--- config.mk ---
export PLATFORM = sky130hd
export DESIGN_NAME = sas_cell
export DESIGN_NICKNAME = d
export VERILOG_FILES = /design/src/rtl/core/sas_pkg.sv /design/src/rtl/core/sas_cell.sv
export SDC_FILE = /design/constraint.sdc
export NUM_CORES = 1
export LEC_CHECK = 0
export ABC_CLOCK_PERIOD_IN_PS = 7500
export BUFFER_PORTS_ARGS = -buffer_cell sky130_fd_sc_hd__buf_2
export CAP_MARGIN = 20
export CORE_ASPECT_RATIO = 1.25
export CORE_MARGIN = 5
export CORE_UTILIZATION = 46
export CTS_BUF_LIST = sky130_fd_sc_hd__clkbuf_8
export DETAILED_ROUTE_END_ITERATION = 6
export PLACE_DENSITY = 0.83
export SLEW_MARGIN = 10
export SYNTH_ARGS = -nofsm -noshare
export SYNTH_HDL_FRONTEND = slang
export SYNTH_SLANG_ARGS = --single-unit
--- constraint.sdc ---
create_clock -name clk -period 7.5 [get_ports clk]
set_input_delay 0.375 -clock clk [delete_from_list [all_inputs] [get_ports clk]]
set_output_delay 0.375 -clock clk [all_outputs]
set_load 0.03 [all_outputs]
--- src/rtl/core/sas_pkg.sv ---
`timescale 1ns / 1ps

package sas_pkg;

  // default sizing
  localparam int CAPACITY_DEFAULT  = 64;
  localparam int KEY_WIDTH_DEFAULT = 32;

  // field widths of the item and the result
  localparam int KIND_W  = 2;
  localparam int KEY_W   = 32;
  localparam int FIELD_W = 7;

  // request codes
  localparam logic [KIND_W-1:0] KIND_INSERT = 2'd0;
  localparam logic [KIND_W-1:0] KIND_DELETE = 2'd1;
  localparam logic [KIND_W-1:0] KIND_QUERY  = 2'd2;

  typedef struct packed {
    logic [KIND_W-1:0]       kind;
    logic signed [KEY_W-1:0] key;
  } req_t;

  typedef struct packed {
    logic               was_present;
    logic [FIELD_W-1:0] position;
    logic [FIELD_W-1:0] count_after;
    logic               rejected_full;
  } rsp_t;

  // shift command broadcast to the row of cells
  typedef struct packed {
    logic ins;
    logic del;
  } shift_ctrl_t;

endpackage

--- src/rtl/core/sas_cell.sv ---
`timescale 1ns / 1ps

module sas_cell #(
  parameter int KEY_WIDTH   = sas_pkg::KEY_WIDTH_DEFAULT,
  parameter int COUNT_WIDTH = 7,
  parameter int INDEX       = 0
) (
  input  logic                        clk,
  input  logic                        cmp_en,
  input  logic signed [KEY_WIDTH-1:0] key,
  input  logic [COUNT_WIDTH-1:0]      count,
  input  logic signed [KEY_WIDTH-1:0] left_key,
  input  logic signed [KEY_WIDTH-1:0] right_key,
  input  logic                        left_lt,
  input  sas_pkg::shift_ctrl_t        ctrl,
  output logic signed [KEY_WIDTH-1:0] stored,
  output logic                        lt,
  output logic                        eq
);

  logic occupied;

  assign occupied = count > COUNT_WIDTH'(INDEX);

  // compare the held key against the broadcast key
  always_ff @(posedge clk) begin
    if (cmp_en) begin
      lt <= occupied && (stored < key);
      eq <= occupied && (stored == key);
    end
  end

  // shift right on insert above the gap, shift left on delete from the hole
  always_ff @(posedge clk) begin
    if (ctrl.ins) begin
      if (!left_lt) begin
        stored <= left_key;
      end else if (!lt) begin
        stored <= key;
      end
    end else if (ctrl.del) begin
      if (!lt) begin
        stored <= right_key;
      end
    end
  end

endmodule

==> impl_results.md, run 1 <==
- Critical path buffer and inverter count: 0
- Hold WC Path Type: in2reg
- Area Growth Syn to Fin: 34.4%
- Post-detail-place hpwl: ~5400 um
- Int Power: 0.410 mW
- Cell row count: 30
- I/O Buffers: 141
- #FFs+latches synth: 34
- Vias per inst: 5.07
- DRC violations left: 0
- Via Count: 2356
- Synthesized area: approximately 2500 um2
- Final min period: 2010 ps
- Synth Net Count: 402
- DRT Wirelength: 6590 um
- CTS tree: built
- Num CTS Buffers: 5
- Share of cells above drive strength 1: 37.9%
- Clock Latency Late Sink: about 280 ps
- Psw: 0.193 mW
- Syn avg cell area: 9.62 um2
- Sw Share: 32.0%
- Antenna violations before repair: 0
- Final non-filler cell total: 465
- Max Fclk: 0.498 GHz
- Dpl cells: 457
- Die area: 7070 um2
- Root Buffer: clkbuf_8
- Slew Limit Fails: 0
- Worst Tran Pin Value: 1040 ps
- Endpoints failing setup: 0
- Combinational share of power: 31.6%
- GRT Util Overall: 17.9%
- Largest net degree at the start of global routing: 66
- First-pass DRT Iterations: 4
- CP endpoint kind: flop
- Max incr delay on CP: 420 ps
- Sequential power share: 41.2%
- M3 GR Usage: 6.03%
- YS warnings: 0
- CP Launch Type: flop
- Starting Density: 46.9%
- Final TNS setup: 0 ps
- MaxCap Viol Count: 0
- Core Region: 5370 um2
- Routing usage on met2: about a third
- Leak: 1.77 nW
- Hold Vio Cnt, Final: 0
- Chip height: ~90 um
- Cell variety after synth: 29
- RSZ-0062 raised after global routing: false
- CTS Sinks: 34
- Wirelength per Cell: 14.2 um
- Layout Skew: 2.13 ps
- Final Cycle Share: a little over a quarter
- Vias in the first global route: 2387
- Htree depth: 2
- Final ANT Viol Nets: 0
- Grt ovf: 0
- Register area share after synthesis: slightly above 40%
- Top delay family on crit path: simple AND/OR/NAND/NOR gates
- I/O pin total: 142
- Slowest cell on crit path: edfxtp_1
- RePlAce Congestion: roughly 0.78
- GR Layer Usage met1: 18.9%
- CTS Buffer Depth: 2
- Kind of critical path: reg2reg
- Final Util: 63.1%
- Worst slew margin: 30.4%
- Status: finished, final reports clean
- First-pass GRT wire length: around 10000 um
- Layout net count: 540
- Clock Power Share: 27.2%
- Critical Path Fanout Max: 3
- Critical-path cell list: ha_1 > and4_1 > nand2_1 > nor4_1 > o32ai_1 > mux2i_1
- Reg clk slew, reported paths: 70 ps
- Iter 0 DRT Violations: 88
- Cells after Synth: 262
- Post-cts hold buffer count: 0
- Post-CTS Setup Inserts: 0
- PD cells: 178 nW/um2
- Worst vdd ir: 132 uV
- Crit path DAT: between 2000 and 2500 ps
- Die width: 76.2 um
- CP Data Required Time: between 7000 and 8000 ps
- Post_cts resized: 0
- Busiest grt layer: met2
- Ant. Diodes: 0
==> cells by family (layout without fill, tap and decap cells) <==
family	count (synthesis)	count (layout)	share of synthesized area [%]
compound gates	60	60	13.1
fa+ha+maj	32	32	15.9
simple gates	59	59	10.7
buf+inv	44	183	6.75
mux	33	33	13.1
flops	34	34	40.5
==> power by group through the flow <==
stage / logic, mW / registers (mW) / clock network, mW
floorplan: 0.0807 / 0.291 / 0
global placement: 0.187 / 0.252 / 0
finish: 0.191 / 0.249 / 0.164
detailed placement: 0.192 / 0.253 / 0
global route: 0.211 / 0.251 / 0.177
CTS: 0.193 / 0.249 / 0.168
==> routing by layer <==
layer | vias up | part of all wire [%]
met1 | 1042 | 39
met4 | 0 | 0.65
met3 | 5 | 7.8
li1 | 1226 | -
met2 | 83 | 52
met5 | - | 0
==> area by class of cell <==
cell class	instances	area (um2)
fillers	461	1980
multi-input cells	184	1340
clock buffers	5	68.8
clock inverters	3	40.0
inverters	33	124
repair buffers	142	713
flip-flops and latches	34	1020
well taps	64	80.1
==> final timing paths <==
check                       startpoint      endpoint  slack, ps  depth (start not counted)
setup / recovery  stored[23]$_DFFE_PP_  lt$_DFFE_PP_       5490                          6
hold / removal                  cmp_en  eq$_DFFE_PP_        320                          1
setup reg to reg  stored[23]$_DFFE_PP_  lt$_DFFE_PP_       5490                          6
hold reg to reg   stored[31]$_DFFE_PP_  lt$_DFFE_PP_        860                          3
==> Yosys cell counts (all sizes together) <==
cell     count  area, um2
mux2i       33        330
nor2b        1       6.26
o21ai        5       25.0
a211oi       1       7.51
nand2        9       33.8
a21o         2       16.3
clkbuf       7       26.3
nor4         2       12.5
inv         33        124
a2111oi      1       8.76
and4         3       26.3
nor3         1       5.00
a31oi        1       6.26
nand4        5       31.3
edfxtp      34       1020
a211o        1       8.76
o31ai        1       7.51
o32ai        1       8.76
buf          4       20.0
o21a         1       7.51
o211ai       1       7.51
ha          32        400
a21oi       45        225
nor2        35        131
nand2b       1       6.26
and4b        1       10.0
and2         1       6.26
==> registers in the layout (all words and copies together), names as in the netlist <==
register  cells
stored       32
eq            1
lt            1
==> worst reg2reg max path, cell delays in order, from the launching register on <==
cell and delay [ps]:
edfxtp_1 420, ha_1 330, and4_1 220, nand2_1 60, nor4_1 390, o32ai_1 190
mux2i_1 150
==> through the flow <==
| stage | power (mW) | setup slack (ps) | cell area (um2) | hold WS [ps] |
|---|---|---|---|---|
| after detailed placement | 0.445 | 5160 | 3280 | 601 |
| after global routing | 0.639 | 5330 | 3390 | 307 |
| after CTS | 0.610 | 5450 | 3390 | 308 |
| after floorplan | 0.372 | 4750 | 2520 | 487 |
| final | 0.603 | 5490 | 3390 | 317 |
| after global placement | 0.439 | 5190 | 3280 | 596 |
==> cells in the final DEF, fill, tap and decap left out, types with 3 or more instances in the layout <==
master | synthesis | routed
edfxtp_1 | 34 | 34
nand4_1 | 5 | 5
buf_2 | 4 | 141
inv_1 | 33 | 33
nand2_1 | 9 | 9
and4_1 | 3 | 3
ha_1 | 32 | 32
mux2i_1 | 33 | 33
o21ai_0 | 4 | 4
clkbuf_8 | 0 | 5
nor2_1 | 35 | 35
a21oi_1 | 45 | 44
Power figures use the tool's default switching activity.
==> run 2, diff against run 1 <==
Settings changed: ABC_CLOCK_PERIOD_IN_PS 7500 to 2100.
Clock period 7.5 ns to 2.1 ns, I/O delays scaled along.
==> impl_results.md, run 2 (synthesized netlist as in run 1, its figures left out) <==
- Vias in the first global route: 2600 (was 2387)
- Reg clk slew, reported paths: 70 ps (about the same)
- GRT Util Overall: 19.4% (was 17.9%)
- Final TNS setup: 0 ps (unchanged)
- Final Cycle Share: 92.9% (was 26.8%)
- I/O Buffers: 141 (unchanged)
- Critical Path Fanout Max: 3 (unchanged)
- Metal3 WL: 510 um (was 517 um)
- Grt ovf: 0 (unchanged)
- PD cells: 599 nW/um2 (was 178 nW/um2)
- Num CTS Buffers: 5 (unchanged)
- I/O pin total: 142 (unchanged)
- Top Metal Used: met4 (unchanged)
- Layout net count: 543 (was 540)
- Commonest non-fill, non-tap cell in the layout: buf_2 (unchanged)
- Commonest cells after routing, fill and taps aside: buf_2, a21oi_1, inv_1, nor2_1, edfxtp_1 (was buf_2, a21oi_1, nor2_1)
- Share of cells above drive strength 1: 38.0% (was 37.9%)
- Core Region: 5370 um2 (unchanged)
- Post-detail-place hpwl: 5910 um (was 5390 um)
- Cell row count: 30 (unchanged)
- Wire length on met1: 2580 um (about the same)
- Crit path DAT: 1970 ps (was 2030 ps)
- Reg2Reg Depth: 6 (unchanged)
- Critical-path cell list: ha_1 > a211o_1 > a31oi_1 > o21ai_1 > o32ai_1 > mux2i_1 (was ha_1 > and4_1 > nand2_1 > nor4_1 > o32ai_1 > mux2i_1)
- Area Growth Syn to Fin: 34.8% (was 34.4%)
- CTS Sinks: 34 (unchanged)
- Clock Latency Late Sink: 280 ps (about the same)
- Ant. Diodes: 0 (unchanged)
- FF-to-FF Start: stored[15]$_DFFE_PP_ (was stored[23]$_DFFE_PP_)
- RSZ-0062 raised after global routing: false (unchanged)
- Max incr delay on CP: 400 ps (was 420 ps)
- Vias per inst: 5.24 (was 5.07)
- Slew Limit Fails: 0 (unchanged)
- MaxCap Viol Count: 0 (unchanged)
- Antenna violations before repair: 0 (unchanged)
- Max FFs per register: 32 (unchanged)
- Top reg by flops: stored (unchanged)
- Die area: 7070 um2 (unchanged)
- Top Registers: stored: 32 flops, eq: 1 flops, lt: 1 flops (unchanged)
- Final setup margin: 149 ps (was 5490 ps)
- Status: finished, final reports clean (unchanged)
- Max Fclk: 0.512 GHz (was 0.498 GHz)
- Largest net degree at the start of global routing: 65 (was 66)
- Post-cts hold buffer count: 0 (unchanged)
- Die width: 76.2 um (unchanged)
- Iter 0 DRT Violations: 66 (was 88)
- Met2 wire length: 3860 um (was 3450 um)
- CTS tree: built (unchanged)
- DRT Wirelength: 7060 um (was 6590 um)
- Hold EP: lt$_DFFE_PP_ (was eq$_DFFE_PP_)
- Htree depth: 2 (unchanged)
- Final min period: 1950 ps (was 2010 ps)
- CP Data Required Time: 2120 ps (was 7520 ps)
- Leak: 1.78 nW (was 1.77 nW)
- CP Launch Type: flop (unchanged)
- DRC violations left: 0 (unchanged)
- Top delay family on crit path: compound AO/OA/AOI/OAI gates (was simple AND/OR/NAND/NOR gates)
- Final ANT Viol Nets: 0 (unchanged)
- Slowest cell on crit path: edfxtp_1 (unchanged)
- Wirelength per Cell: 15.1 um (was 14.2 um)
- First-pass GRT wire length: 11200 um (was 10300 um)
- Critical path buffer and inverter count: 0 (unchanged)
- Hold Vio Cnt, Final: 0 (unchanged)
- RePlAce Congestion: 0.855 (was 0.782)
- Starting Density: 46.9% (unchanged)
- Worst reg2reg path endpoint: lt$_DFFE_PP_ (unchanged)
- Layout Skew: 2.76 ps (was 2.13 ps)
- Worst min-delay path startpoint: cmp_en (unchanged)
- CTS Buffer Depth: 2 (unchanged)
- Endpoints failing setup: 0 (unchanged)
- First-pass DRT Iterations: 4 (unchanged)
- Hold WC Path Type: in2reg (unchanged)
- Hold path cells: 1 (unchanged)
- Root Buffer: clkbuf_8 (unchanged)
- R2r setup slk: 150 ps (was 5490 ps)
- Via Count: 2446 (was 2356)
- Placement Setup Slack: 162 ps (was 5160 ps)
- Kind of critical path: reg2reg (unchanged)
- Worst slew margin: 60.0% (was 30.4%)
- Worst Tran Pin Value: 601 ps (was 1040 ps)
- Worst vdd ir: 343 uV (was 132 uV)
- CP endpoint kind: flop (unchanged)
- Chip height: 92.8 um (unchanged)
[run 2: changes by cell type in the layout (fill, tap and decap cells not counted), sizes merged]
cell and change:
inv +2, bufinv -1, clkinv -2, buf +3
[run 2: area by class of cell]
cell class              instances  area (um2)
multi-input cells             184        1350
fillers                       462        1970
repair buffers                145         748
well taps                      64        80.1
clock inverters                 2        7.51
flip-flops and latches         34        1020
inverters                      33         124
clock buffers                   5        68.8
[run 2: timing repair]
| item | CTS | global route |
|---|---|---|
| setup buffers | 0 | 0 |
| gates resized for setup | 0 | 1 |
| endpoints found under the setup margin | 0 | 1 |
[run 2: worst max-delay path by stage]
stage	slack [ps]	to	depth (start not counted)	start
floorplan	90	stored[0]$_DFFE_PP_	3	lt$_DFFE_PP_
global placement	240	lt$_DFFE_PP_	6	stored[27]$_DFFE_PP_
detailed placement	160	lt$_DFFE_PP_	6	stored[23]$_DFFE_PP_
CTS	130	lt$_DFFE_PP_	6	stored[15]$_DFFE_PP_
global route	20	lt$_DFFE_PP_	6	stored[15]$_DFFE_PP_
finish	150	lt$_DFFE_PP_	6	stored[15]$_DFFE_PP_
[run 2: where the power goes]
part / internal (mW) / leakage (nW) / switching [mW] / total, mW
sequential: 0.846 / 0.329 / 0.0379 / 0.883
clock: 0.219 / 0.0466 / 0.227 / 0.445
combinational: 0.279 / 1.40 / 0.426 / 0.705
total: 1.34 / 1.78 / 0.691 / 2.03
[run 2: routing by layer]
| layer | track usage [%] | vias to the layer above |
|---|---|---|
| met3 | 5.64 | 10 |
| met5 | 0 | - |
| met2 | 38.2 | 87 |
| li1 | - | 1224 |
| met1 | 18.8 | 1125 |
| met4 | 7.14 | 0 |
[run 2: per-stage QoR]
| step | hold slack (ps) | instances | power [mW] | util, % | area, um2 |
|---|---|---|---|---|---|
| 6_report | 44.7 | 467 | 2.03 | 63.3 | 3400 |
| 5_1_grt | 32.6 | 467 | 2.16 | 63.3 | 3400 |
| 4_1_cts | 33.6 | 467 | 2.06 | 63.1 | 3390 |
| 3_5_place_dp | 325 | 460 | 1.61 | 61.7 | 3310 |
| 3_3_place_gp | 326 | 460 | 1.58 | 61.7 | 3310 |
| 2_1_floorplan | 217 | 262 | 1.33 | - | 2520 |
[run 2: worst register-to-register path, cell delays in order (launching register included)]
cell	delay [ps]
edfxtp_1	400
ha_1	330
a211o_1	260
a31oi_1	150
o21ai_1	100
o32ai_1	340
mux2i_1	120
==> run 3, diff against run 2 <==
Settings changed: CORE_MARGIN 5 to 2.
==> impl_results.md, run 3 (synthesized netlist as in run 1, its figures left out) <==
- Status: finished, final reports clean (unchanged)
- Placement Setup Slack: 105 ps (was 162 ps)
- Commonest cells after routing, fill and taps aside: buf_2, a21oi_1, nor2_1 (was buf_2, a21oi_1, inv_1, nor2_1, edfxtp_1)
- RePlAce Congestion: 0.818 (was 0.855)
- Die area: 6090 um2 (was 7070 um2)
- Worst vdd ir: 313 uV (was 343 uV)
- Largest net degree at the start of global routing: 30 (was 65)
- Final Cycle Share: 93.6% (was 92.9%)
- Iter 0 DRT Violations: 133 (was 66)
- GRT Util Overall: 22.1% (was 19.4%)
- Antenna violations before repair: 0 (unchanged)
- DRC violations left: 0 (unchanged)
- MaxCap Viol Count: 0 (unchanged)
- Clock Latency Late Sink: 280 ps (about the same)
- Max incr delay on CP: 400 ps (about the same)
- Post-cts hold buffer count: 0 (unchanged)
- Commonest non-fill, non-tap cell in the layout: buf_2 (unchanged)
- Kind of critical path: reg2reg (unchanged)
- Slew Limit Fails: 0 (unchanged)
- Wirelength per Cell: 14.1 um (was 15.1 um)
- Critical Path Fanout Max: 3 (unchanged)
- Die width: 70.2 um (was 76.2 um)
- Starting Density: 46.9% (unchanged)
- CP Launch Type: flop (unchanged)
- Final ANT Viol Nets: 0 (unchanged)
- I/O pin total: 142 (unchanged)
- PD cells: 601 nW/um2 (was 599 nW/um2)
- Final TNS setup: 0 ps (unchanged)
- First-pass DRT Iterations: 4 (unchanged)
- Share of cells above drive strength 1: 38.2% (was 38.0%)
- FF-to-FF Start: stored[15]$_DFFE_PP_ (unchanged)
- Core Region: 5370 um2 (unchanged)
- Top Registers: stored: 32 flops, eq: 1 flops, lt: 1 flops (unchanged)
- I/O Buffers: 141 (unchanged)
- Critical-path cell list: ha_1 > a211o_1 > a31oi_1 > o21ai_1 > o32ai_1 > mux2i_1 (unchanged)
- Top reg by flops: stored (unchanged)
- Total chip power: 2.05 mW (was 2.03 mW)
- CTS Buffer Depth: 2 (unchanged)
- Htree depth: 2 (unchanged)
- Grt ovf: 0 (unchanged)
- CP endpoint kind: flop (unchanged)
- Cell row count: 30 (unchanged)
- Layout Skew: 8.17 ps (was 2.76 ps)
- Post-detail-place hpwl: 5480 um (was 5910 um)
- Max Fclk: 0.509 GHz (was 0.512 GHz)
- CTS Sinks: 34 (unchanged)
- Ant. Diodes: 0 (unchanged)
- Chip height: 86.8 um (was 92.8 um)
- Area Growth Syn to Fin: 35.0% (was 34.8%)
- Leak: 1.78 nW (about the same)
- Final setup margin: 134 ps (was 149 ps)
- Root Buffer: clkbuf_8 (unchanged)
- Endpoints failing setup: 0 (unchanged)
- Layout net count: 545 (was 543)
- Slowest cell on crit path: edfxtp_1 (unchanged)
- Max FFs per register: 32 (unchanged)
- DRT Wirelength: 6620 um (was 7060 um)
- Final instance area: 3400 um2 (about the same)
- Placed cell area: 3320 um2 (was 3310 um2)
- CP Data Required Time: 2130 ps (was 2120 ps)
- Worst slew margin: 74.0% (was 60.0%)
- CP Launch Point: stored[15]$_DFFE_PP_ (unchanged)
- First-pass GRT wire length: 10600 um (was 11200 um)
- CTS tree: built (unchanged)
- Crit path DAT: 1990 ps (was 1970 ps)
- Hold_ws: 49.2 ps (was 44.7 ps)
- Via Count: 2394 (was 2446)
- Vias in the first global route: 2363 (was 2600)
- Worst min-delay path startpoint: cmp_en (unchanged)
- Reg clk slew, reported paths: 70 ps (about the same)
- Hold Vio Cnt, Final: 0 (unchanged)
- RSZ-0062 raised after global routing: false (unchanged)
- Vias per inst: 5.09 (was 5.24)
- Num CTS Buffers: 5 (unchanged)
- Hold WC Path Type: in2reg (unchanged)
- R2r setup slk: 130 ps (was 150 ps)
- Final min period: 1970 ps (was 1950 ps)
- Worst Tran Pin Value: 380 ps (was 601 ps)
-- run 3: cell types whose count changed in the layout (fill, tap and decap cells not counted) --
cell,delta
buf_4,+3
inv_1,-2
buf_12,-1
clkinv_1,+3
-- run 3: power breakdown --
group,internal [mW],leakage [nW],total [mW],switching [mW]
Combinational,0.277,1.41,0.701,0.424
Clock,0.221,0.0407,0.458,0.236
Sequential,0.846,0.329,0.886,0.0405
-- run 3: path summary, 6_finish.rpt --
kind / endpoint / cells after the start
setup reg to reg: lt$_DFFE_PP_ / 6
hold / removal: lt$_DFFE_PP_ / 1
setup / recovery: lt$_DFFE_PP_ / 6
hold reg to reg: lt$_DFFE_PP_ / 3
-- run 3: what timing repair did --
item	in CTS	in global routing
gates resized for setup	0	1
buffers inserted	0	0
endpoints found under the hold margin	0	0
setup endpoints to repair	0	1
-- run 3: layout make-up --
type                    count  area, um2
multi-input cells         184       1350
repair buffers            147        751
inverters                  33        124
flip-flops and latches     34       1020
fillers                   502       1970
clock buffers               5       68.8
well taps                  64       80.1
clock inverters             3       11.3
-- run 3: critical path, delay by kind of cell, from the launching register on --
kind / cells / cell delay (ps)
flops: 1 / 400
fa+ha+maj: 1 / 330
mux: 1 / 120
compound gates: 4 / 860
-- run 3: metal layers --
| metal | vias up | routed length (um) | GRT usage, % |
|---|---|---|---|
| li1 | 1230 | - | - |
| met1 | 1066 | 2620 | 24.0 |
| met2 | 88 | 3520 | 42.9 |
| met3 | 10 | 383 | 4.07 |
| met4 | 0 | 91 | 7.17 |
| met5 | - | 0 | 0 |
-- run 3: per-stage QoR --
step	utilization, %	cells
after global routing	63.4	470
final	63.4	470
after detailed placement	61.8	462
after CTS	63.3	470
after floorplan	-	262
after global placement	61.8	462
